<file path="config.mk">
export PLATFORM = sky130hd
export DESIGN_NAME = base32_crc_id_text_decoder_core
export DESIGN_NICKNAME = d
export VERILOG_FILES = /design/src/b32d_pkg.sv /design/src/base32_crc_id_text_decoder_core.sv /design/src/b32d_decode.sv /design/src/b32d_rsp_queue.sv
export SDC_FILE = /design/constraint.sdc
export NUM_CORES = 1
export LEC_CHECK = 0
export ABC_AREA = 0
export BUFFER_PORTS_ARGS = -buffer_cell sky130_fd_sc_hd__buf_4
export CAP_MARGIN = 20
export CORE_MARGIN = 2
export CORE_UTILIZATION = 59
export CTS_BUF_LIST = sky130_fd_sc_hd__clkbuf_16
export DETAILED_ROUTE_END_ITERATION = 10
export PLACE_DENSITY = 0.88
export SLEW_MARGIN = 30
export SYNTH_ARGS = -nofsm -noshare
export SYNTH_HDL_FRONTEND = slang
export SYNTH_SLANG_ARGS = --single-unit
</file>
<file path="constraint.sdc">
create_clock -name clock -period 6.74 [get_ports clock]
set_input_delay 0.337 -clock clock [delete_from_list [all_inputs] [get_ports clock]]
set_output_delay 0.337 -clock clock [all_outputs]
set_load 0.1 [all_outputs]
</file>
<file path="src/b32d_pkg.sv">
package b32d_pkg;

   localparam int MaxBytesDefault = 29;
   localparam int ByteCountWidth  = 6;
   localparam int CharCountWidth  = 7;
   localparam int QueueDepth      = 4;
   localparam int QueuePtrWidth   = $clog2(QueueDepth);
   localparam int QueueCntWidth   = $clog2(QueueDepth + 1);

   localparam logic [31:0] CrcPoly = 32'hEDB88320;
   localparam logic [31:0] CrcInit = 32'hFFFFFFFF;
   localparam logic [CharCountWidth-1:0] CharCountMax = '1;
   localparam logic [CharCountWidth-1:0] LenMin = 7'd8;
   localparam logic [CharCountWidth-1:0] LenMax = 7'd64;
   localparam logic [ByteCountWidth-1:0] CheckBytes = 6'd4;

   localparam logic [7:0] CharNul  = 8'h00;
   localparam logic [7:0] CharDash = 8'h2D;

   typedef enum logic {
      KIND_BYTE   = 1'b0,
      KIND_STATUS = 1'b1
   } item_kind_type;

   typedef struct packed {
      item_kind_type             kind;
      logic [7:0]                id_byte;
      logic                      text_ok;
      logic [ByteCountWidth-1:0] id_length;
      logic                      last_result;
   } rsp_item_type;

   // Up to two results per character, in delivery order.
   typedef struct packed {
      logic         push_first;
      logic         push_second;
      rsp_item_type first;
      rsp_item_type second;
   } push_type;

   function automatic logic is_space(input logic [7:0] c);
      return (c == 8'h20) || (c >= 8'h09 && c <= 8'h0D);
   endfunction

   // Returns {hit, value} for the lower-case base32 alphabet, upper case folded.
   function automatic logic [5:0] b32_lookup(input logic [7:0] c);
      logic [7:0] lc;
      logic [7:0] diff;
      lc = c;
      diff = 8'd0;
      if (c >= 8'h41 && c <= 8'h5A) begin
         lc = c + 8'h20;
      end
      if (lc >= 8'h61 && lc <= 8'h7A) begin
         diff = lc - 8'h61;
         return {1'b1, diff[4:0]};
      end else if (lc >= 8'h32 && lc <= 8'h37) begin
         diff = lc - 8'h32 + 8'd26;
         return {1'b1, diff[4:0]};
      end
      return 6'd0;
   endfunction

   function automatic logic [31:0] crc_byte(input logic [31:0] crc_init, input logic [7:0] b);
      logic [31:0] crc;
      crc = crc_init ^ {24'd0, b};
      for (int j = 0; j < 8; j++) begin
         crc = crc[0] ? ((crc >> 1) ^ CrcPoly) : (crc >> 1);
      end
      return crc;
   endfunction

endpackage

</file>
<file path="src/base32_crc_id_text_decoder_core.sv">
// Streaming decoder for dashed base32 text identifiers guarded by a CRC-32.
// One character enters per request and one result leaves per cycle while
// rsp_ready is high; a character is held for one register stage, then
// updates the decode state and writes its results into a four-entry result
// queue, which presents them in order. A character that completes an
// identifier byte and also ends the text gives two results; the input
// pauses only while the queue has fewer than two free entries. The
// bytes of a text whose final status shows text_ok low must be discarded.
module base32_crc_id_text_decoder_core #(
   parameter int MaxBytes = b32d_pkg::MaxBytesDefault
) (
   input  logic       clock,
   input  logic       reset,
   input  logic       req_valid,
   output logic       req_ready,
   input  logic [7:0] req_character,
   input  logic       req_final_char,
   output logic       rsp_valid,
   input  logic       rsp_ready,
   output logic       rsp_item_kind,
   output logic [7:0] rsp_id_byte,
   output logic       rsp_text_ok,
   output logic [5:0] rsp_id_length,
   output logic       rsp_last_result
);

   b32d_pkg::push_type     push;
   b32d_pkg::rsp_item_type rsp_item;
   logic                   space_ok;

   b32d_decode #(
      .MaxBytes(MaxBytes)
   ) u_decode (
      .clock         (clock),
      .reset         (reset),
      .req_valid     (req_valid),
      .req_ready     (req_ready),
      .req_character (req_character),
      .req_final_char(req_final_char),
      .space_ok      (space_ok),
      .push          (push)
   );

   b32d_rsp_queue u_queue (
      .clock    (clock),
      .reset    (reset),
      .push     (push),
      .space_ok (space_ok),
      .rsp_valid(rsp_valid),
      .rsp_ready(rsp_ready),
      .rsp_item (rsp_item)
   );

   assign rsp_item_kind   = rsp_item.kind;
   assign rsp_id_byte     = rsp_item.id_byte;
   assign rsp_text_ok     = rsp_item.text_ok;
   assign rsp_id_length   = rsp_item.id_length;
   assign rsp_last_result = rsp_item.last_result;

   a_status_kind : assert property (@(posedge clock) disable iff (reset)
      rsp_valid && rsp_last_result |-> rsp_item_kind)
      else $error("final status not marked as status");

   a_byte_clean : assert property (@(posedge clock) disable iff (reset)
      rsp_valid && !rsp_item_kind |-> !rsp_text_ok && !rsp_last_result && rsp_id_length == 6'd0)
      else $error("identifier byte carries status fields");

   a_length_bound : assert property (@(posedge clock) disable iff (reset)
      rsp_valid && rsp_last_result |-> {26'd0, rsp_id_length} <= 32'(MaxBytes))
      else $error("identifier length beyond limit");

   a_ok_needs_byte : assert property (@(posedge clock) disable iff (reset)
      rsp_valid && rsp_text_ok |-> rsp_id_length != 6'd0)
      else $error("valid text without identifier byte");

endmodule

</file>
<file path="src/b32d_decode.sv">
module b32d_decode #(
   parameter int MaxBytes = b32d_pkg::MaxBytesDefault
) (
   input  logic               clock,
   input  logic               reset,
   input  logic               req_valid,
   output logic               req_ready,
   input  logic [7:0]         req_character,
   input  logic               req_final_char,
   input  logic               space_ok,
   output b32d_pkg::push_type push
);

   localparam logic [b32d_pkg::ByteCountWidth-1:0] ByteLimit =
      b32d_pkg::ByteCountWidth'(MaxBytes + 4);

   logic       stage_valid_ff;
   logic [7:0] char_ff;
   logic       final_ff;
   logic       fire;

   logic [7:0]  bit_pool_ff, bit_pool_in;
   logic [2:0]  pool_count_ff, pool_count_in;
   logic [b32d_pkg::ByteCountWidth-1:0] byte_count_ff, byte_count_in;
   logic [b32d_pkg::CharCountWidth-1:0] char_count_ff, char_count_in;
   logic [31:0] received_ff, received_in;
   logic [31:0] running_ff, running_in;
   logic        error_ff, error_in;
   logic        ended_ff, ended_in;

   logic [5:0]  lookup;
   logic [12:0] acc;
   logic [3:0]  cnt;
   logic [3:0]  cnt_rem;
   logic [7:0]  new_byte;
   logic        emit_byte;
   logic        text_ok;
   logic [b32d_pkg::ByteCountWidth-1:0] id_length;

   assign fire      = stage_valid_ff && space_ok;
   assign req_ready = !stage_valid_ff || fire;

   always_ff @(posedge clock) begin
      if (reset) begin
         stage_valid_ff <= 1'b0;
      end else if (req_ready) begin
         stage_valid_ff <= req_valid;
      end
   end

   always_ff @(posedge clock) begin
      if (req_valid && req_ready) begin
         char_ff  <= req_character;
         final_ff <= req_final_char;
      end
   end

   always_comb begin
      bit_pool_in   = bit_pool_ff;
      pool_count_in = pool_count_ff;
      byte_count_in = byte_count_ff;
      char_count_in = char_count_ff;
      received_in   = received_ff;
      running_in    = running_ff;
      error_in      = error_ff;
      ended_in      = ended_ff;
      emit_byte     = 1'b0;
      lookup        = b32d_pkg::b32_lookup(char_ff);
      acc           = {bit_pool_ff, lookup[4:0]};
      cnt           = {1'b0, pool_count_ff} + 4'd5;
      cnt_rem       = cnt - 4'd8;
      new_byte      = 8'(acc >> cnt_rem);

      if (!ended_ff) begin
         if (char_ff == b32d_pkg::CharNul) begin
            ended_in = 1'b1;
         end else if (char_ff != b32d_pkg::CharDash) begin
            if (char_count_ff != b32d_pkg::CharCountMax) begin
               char_count_in = char_count_ff + 1'b1;
            end
            if (!b32d_pkg::is_space(char_ff) && !error_ff) begin
               if (!lookup[5]) begin
                  error_in = 1'b1;
               end else if (cnt >= 4'd8) begin
                  // A full byte leaves the pool; the remainder stays right aligned.
                  bit_pool_in   = 8'(acc & ((13'd1 << cnt_rem) - 13'd1));
                  pool_count_in = cnt_rem[2:0];
                  if (byte_count_ff >= ByteLimit) begin
                     error_in = 1'b1;
                  end else begin
                     if (byte_count_ff < b32d_pkg::CheckBytes) begin
                        received_in = {received_ff[23:0], new_byte};
                     end else begin
                        running_in = b32d_pkg::crc_byte(running_ff, new_byte);
                        emit_byte  = 1'b1;
                     end
                     byte_count_in = byte_count_ff + 1'b1;
                  end
               end else begin
                  bit_pool_in   = acc[7:0];
                  pool_count_in = cnt[2:0];
               end
            end
         end
      end

      text_ok = !error_in
             && char_count_in >= b32d_pkg::LenMin && char_count_in <= b32d_pkg::LenMax
             && byte_count_in > b32d_pkg::CheckBytes
             && bit_pool_in == 8'd0
             && received_in == ~running_in;
      id_length = (byte_count_in >= b32d_pkg::CheckBytes) ?
                  byte_count_in - b32d_pkg::CheckBytes : '0;
   end

   always_comb begin
      push = '0;
      if (fire) begin
         if (emit_byte) begin
            push.push_first         = 1'b1;
            push.first.kind         = b32d_pkg::KIND_BYTE;
            push.first.id_byte      = new_byte;
            push.push_second        = final_ff;
            push.second.kind        = b32d_pkg::KIND_STATUS;
            push.second.text_ok     = text_ok;
            push.second.id_length   = id_length;
            push.second.last_result = 1'b1;
         end else if (final_ff) begin
            push.push_first        = 1'b1;
            push.first.kind        = b32d_pkg::KIND_STATUS;
            push.first.text_ok     = text_ok;
            push.first.id_length   = id_length;
            push.first.last_result = 1'b1;
         end
      end
   end

   always_ff @(posedge clock) begin
      if (reset || (fire && final_ff)) begin
         bit_pool_ff   <= '0;
         pool_count_ff <= '0;
         byte_count_ff <= '0;
         char_count_ff <= '0;
         received_ff   <= '0;
         running_ff    <= b32d_pkg::CrcInit;
         error_ff      <= 1'b0;
         ended_ff      <= 1'b0;
      end else if (fire) begin
         bit_pool_ff   <= bit_pool_in;
         pool_count_ff <= pool_count_in;
         byte_count_ff <= byte_count_in;
         char_count_ff <= char_count_in;
         received_ff   <= received_in;
         running_ff    <= running_in;
         error_ff      <= error_in;
         ended_ff      <= ended_in;
      end
   end

endmodule

</file>
<file path="src/b32d_rsp_queue.sv">
module b32d_rsp_queue (
   input  logic                   clock,
   input  logic                   reset,
   input  b32d_pkg::push_type     push,
   output logic                   space_ok,
   output logic                   rsp_valid,
   input  logic                   rsp_ready,
   output b32d_pkg::rsp_item_type rsp_item
);

   b32d_pkg::rsp_item_type entry_ff [b32d_pkg::QueueDepth];

   logic [b32d_pkg::QueuePtrWidth-1:0] head_ff, head_in;
   logic [b32d_pkg::QueuePtrWidth-1:0] tail_ff, tail_in;
   logic [b32d_pkg::QueueCntWidth-1:0] count_ff, count_in;
   logic [b32d_pkg::QueuePtrWidth-1:0] tail_next;
   logic                               pop;
   logic [1:0]                         push_count;

   assign rsp_valid  = count_ff != '0;
   assign rsp_item   = entry_ff[head_ff];
   assign pop        = rsp_valid && rsp_ready;
   // Two free entries are needed since one character can yield two results.
   assign space_ok   = count_ff <= b32d_pkg::QueueCntWidth'(b32d_pkg::QueueDepth - 2);
   assign push_count = {1'b0, push.push_first} + {1'b0, push.push_second};
   assign tail_next  = tail_ff + 1'b1;

   always_comb begin
      head_in  = pop ? head_ff + 1'b1 : head_ff;
      tail_in  = tail_ff + b32d_pkg::QueuePtrWidth'(push_count);
      count_in = count_ff + b32d_pkg::QueueCntWidth'(push_count)
               - b32d_pkg::QueueCntWidth'(pop);
   end

   always_ff @(posedge clock) begin
      if (reset) begin
         head_ff  <= '0;
         tail_ff  <= '0;
         count_ff <= '0;
      end else begin
         head_ff  <= head_in;
         tail_ff  <= tail_in;
         count_ff <= count_in;
      end
   end

   always_ff @(posedge clock) begin
      if (push.push_first) begin
         entry_ff[tail_ff] <= push.first;
      end
      if (push.push_second) begin
         entry_ff[tail_next] <= push.second;
      end
   end

endmodule

</file>
After elaboration in Yosys (flattened, before gate mapping) --
Memory sizes are Yosys's and may differ from the RTL's. A register that Yosys moved wholly into a read port is not among the register bits. Cells that the tools add are included.
Word-level totals: register bits 107, RAM bits 68, bits of input ports 13, output and inout bits 19, logic and storage cells 174, memories 1
Memories:
- u_queue.entry_ff | words 4, width 17, read ports 1, clocked after memory_dff 1, wr ports 2, RTL line b32d_rsp_queue.sv:11 | b32d_pkg::rsp_item_type entry_ff [b32d_pkg::QueueDepth];
Operators by class: add/sub/neg operators 16, magnitude comparators 16, equal/unequal tests 4, shift operators 2, multiplexer cells 83, bitwise operators 13, reductions and logical operators 25
Operators with widths (number):
- two-way mux 32 bit | 24
- inverter 13 -> 14 bit | 8
- two-way mux 8 bit | 12
- two-way mux 6 bit | 11
- == test 32 bit | 1
- inverter 32 bit | 1
- bitwise XOR 32 x 8 -> 32 bit | 1
- two-way mux 1 bit | 28
- two-way mux 7 bit | 4
- two-way mux 20 bit | 1
- greater-or-equal comparator 8 x 7 -> 1 bit, second input constant | 2
- less-or-equal comparator 8 x 7 -> 1 bit, second input constant | 2
- logical NOT 8 bit | 2
- logical AND 1 bit | 14
- right shift 13 x 4 -> 8 bit | 1
- adder 8 x 6 -> 8 bit, second input constant | 1
- bitwise AND 8 bit | 1
- == test 8 x 6 -> 1 bit, second input constant | 1
- greater-or-equal comparator 8 x 4 -> 1 bit, second input constant | 1
- greater-or-equal comparator 8 x 6 -> 1 bit, second input constant | 1
- less-or-equal comparator 8 x 4 -> 1 bit, second input constant | 1
- less-or-equal comparator 8 x 6 -> 1 bit, second input constant | 1
- inequality test 8 x 6 -> 1 bit, second input constant | 1
- << shifter 1 x 4 -> 8 bit, first input constant | 1
- 30 further kinds | 38

Depth between registers and ports, before layout --
depth in word-level cells 43, mapped depth 21, depth with buffers taken out 19

By module --
Synthesis repeated with hierarchy kept, for this count alone.
Unflattened totals: cell total of the unflattened synthesis 1284, area, all modules 12311.8 µm²
By module, submodules not included:
- b32d_decode | times used 1, cells an instance 1071, area an instance 8530.7 µm², sequential area each 2092.0 µm²
- b32d_rsp_queue | times used 1, cells an instance 213, area an instance 3781.1 µm², sequential area each 2222.1 µm²

Least setup slack after synthesis --
OpenSTA, ideal clock, no wires.
kind register to register, start reg u_decode.pool_count_ff[0], end mem u_queue.entry_ff[0][7] (netlist bit) (data pin), setup time 0.177 ns, data arrival time 5.124 ns, required time 6.563 ns, slack 1.439 ns, stages on the path, launching flop included 19, path buffers 3, clock period less this slack 5.301 ns, cells stage by stage dfxtp_1 clkbuf_1 inv_1 buf_1 ha_1 clkbuf_1 mux2i_1 mux4_2 nor2_1 xnor2_1 xnor2_1 xnor2_2 xor2_1 xnor2_1 mux2i_1 a32o_1 a211o_1 or4_4 nor4_1
RTL lines:
- start: declaration | RTL line b32d_decode.sv:23 | logic [2:0] pool_count_ff, pool_count_in;
- start signal: assignment | RTL line b32d_decode.sv:150 | pool_count_ff <= pool_count_in;
- end: declaration | RTL line b32d_rsp_queue.sv:11

==> metrics.md <==
| Metric | Value |
|---|---|
| Status | finished, final reports clean |
| Core Area | 18710 um^2 |
| Arr. time, crit path | 6450 ps |
| Share of cells above drive strength 1 | 11.25% |
| Number of max-cap violations | 0 |
| Critical path data required time | 6980 ps |
| Peak supply drop | 178.3 uV |
| Cts hold-fix bufs | 0 |
| Share of flip-flops with an asynchronous set or reset | 0% |
| Die ar. | 20170 um^2 |
| Die X | 142.0 um |
| Total CTS buffers | 17 |
| Synth cell types | 83 |
| Leakage | 4.750 nW |
| Clk buf depth | 2 |
| Area Overhead vs Synth | 8.770% |
| EDFF count, synth | 41 |
| IO Pins | 32 |
| Die Height | 142.0 um |
| DRC viols | 0 |
| Hpwl dp | 20.97 mm |
| Final ANT Viol Nets | 0 |
| Commonest non-fill, non-tap cell in the layout | nand2_1 |
| Worst Setup End Kind | flop |
| FF/Latch Area | 3875 um^2 |
| Fin Setup TNS | 0 ps |
| Worst-path fanout max | 12 |
| Power per cell area | 226.7 nW/um^2 |
| Ant. Diodes | 0 |
| Final Max Slew Viols | 0 |
| Clk_lat worst skew | 450 ps |
| Commonest cells after routing, fill and taps aside | nand2_1, nor2_1, dfxtp_1 |
| Clock transition at path regs | 80 ps |
| Post-Route WL | 30.05 mm |
| Crit Path Class | reg2reg |
| Multi-input combinational cell area | 6983 um^2 |
| # setup viols final | 0 |
| Total Routing Usage GR | 30.24% |
| Skew final | 8.747 ps |
| Synthesized area | 11240 um^2 |
| YS warnings | 0 |
| Avg Cell Area, Syn | 8.922 um^2 |
| Fillers | 1423 |
| Final nets | 1287 |
| Startpoint Class | flop |
| FF+latch count, synth | 173 |
| CTS Root Cell | clkbuf_16 |
| Synth top area cells | dfxtp_1, edfxtp_1, xnor2_1 |
| Port Buffer Count | 31 |
| Via count | 9805 |
| CTS tree | built |
| Grt total ovfl | 0 |
| Hold slack | 61.42 ps |
| Sequential share of the synthesized area | 34.46% |
| Syn Nets | 1298 |
| Main synth FF type | dfxtp_1 |
| Initial drt markers | 1053 |
| Max-Slew Margin vs Limit | 39.13% |
| Tmin final | 6204 ps |
| Vias per inst | 6.554 |
| Routed wire per std cell | 20.09 um |
| Final Cycle Share | 92.05% |
| TritonRoute pass-1 iters | 6 |
| Slew @ Worst Pin | 910.5 ps |
| Clock Sinks | 173 |
| Yosys top cell by area | dfxtp_1 |
| Final Hold Fails | 0 |
| # H-tree levels | 4 |
| Global-route wire length before repair | 48.45 mm |
| Initial antenna violation count | 0 |
| Largest net degree at the start of global routing | 62 |
| Initial Util | 60.10% |
| Fmax | 161.2 MHz |
| HP Class | in2reg |
| Synth top area share | 23.51% |
| GP Congestion | 0.9628 |
| Rows | 50 |
| Syn Inst Count | 1260 |
| RSZ-0062 raised after global routing | no |
| Vias in the first global route | 9367 |
==> Yosys cell counts (all sizes together) (14+ instances only) <==
| cell type | count |
|---|---|
| nand2 | 168 |
| clkbuf | 62 |
| nand3 | 26 |
| mux2i | 50 |
| edfxtp | 41 |
| o211ai | 38 |
| o21ai | 33 |
| nor4 | 23 |
| xor2 | 52 |
| dfxtp | 132 |
| inv | 32 |
| nor3 | 22 |
| nor2 | 146 |
| a21oi | 56 |
| a22oi | 23 |
| nand2b | 14 |
| ha | 24 |
| mux4 | 17 |
| xnor2 | 105 |
==> timing repair <==
action | 4_1_cts | 5_1_grt
setup endpoints to repair | 0 | 2
setup buffers | 0 | 0
gates resized for setup | 0 | 1
==> final cells by class <==
class	count	area share, %
Multi-Input combinational cell	980	57.11
Sequential cell	173	31.69
Clock buffer	17	3.479
Timing Repair Buffer	45	2.763
Tap cell	234	2.394
Clock inverter	15	1.586
Inverter	32	0.9823
==> worst paths after layout <==
path                                          from                                    end  slack (ps)  depth (start not counted)
min reg2reg  u_decode.received_ff[29]$_SDFFE_PP0P_  u_decode.received_ff[29]$_SDFFE_PP0P_         450                          2
max reg2reg          u_decode.char_ff[0]$_DFFE_PP_       u_queue.entry_ff[0][7]$_DFFE_PP_         540                         19
min                               req_character[4]          u_decode.char_ff[4]$_DFFE_PP_          60                          1
max                  u_decode.char_ff[0]$_DFFE_PP_       u_queue.entry_ff[0][7]$_DFFE_PP_         540                         19
==> critical path: stages (launching register included) <==
cell       delay (ps)
edfxtp_1          490
inv_1             170
ha_1              300
or3b_1            490
o31a_4            350
a31o_2            220
nor4_1            490
nand2_1           350
nor2_2            490
nand2_1           160
xor2_1            290
inv_1              80
ha_1              210
nand4b_1          130
o211a_1           180
o221ai_1          140
a221oi_1          390
o2111ai_1         200
or4_4             550
nor4_1            320
==> sequential cells by signal (all words and copies together), names as in the netlist, named ones only <==
register                 cells
u_queue.entry_ff            64
u_decode.received_ff        32
u_decode.running_ff         32
u_decode.bit_pool_ff         8
u_decode.char_ff             8
u_decode.char_count_ff       7
u_decode.byte_count_ff       6
u_decode.pool_count_ff       3
u_queue.count_ff             3
u_queue.head_ff              2
u_queue.tail_ff              2
u_decode.ended_ff            1
u_decode.error_ff            1
u_decode.final_ff            1
u_decode.stage_valid_ff      1
==> per-layer routing <==
metal	vias up	share of wire [%]	track usage, %
met1	4671	40	38.87
met2	548	47	49.20
li1	4465	-	-
met3	121	8.6	6.191
met4	0	4.0	13.84
met5	-	0	0
==> report_power, final <==
group	internal (mW)	leakage, nW	switching, mW
clock	0.508	0.299	0.513
combinational	0.188	2.99	0.398
sequential	1.09	1.46	0.0725
==> kinds of logic after synthesis <==
kind of cell               Yosys count  share of synthesized area [%]
muxes                               77                          8.859
DFF                                173                          34.46
xor gates and xnor gates           170                          15.72
AOI/OAI and AO/OA                  251                          15.90
and+or+nand+nor                    457                          18.48
buffers and inverters              107                          3.740
adders and majority gates           25                          2.849
==> per-stage QoR <==
step                      worst slack, ps  instance area (um^2)  power [mW]  util (%)  cells
after detailed placement            603.2                 11590       1.765     61.99   1464
after floorplan                      1439                 11240       1.635         -   1260
after global routing                115.5                 12230       2.859     65.37   1496
final                               535.8                 12230       2.773     65.37   1496
after CTS                           436.7                 12210       2.766     65.30   1496
after global placement              792.2                 11580       1.748     61.93   1464
Power figures use the tool's default switching activity.
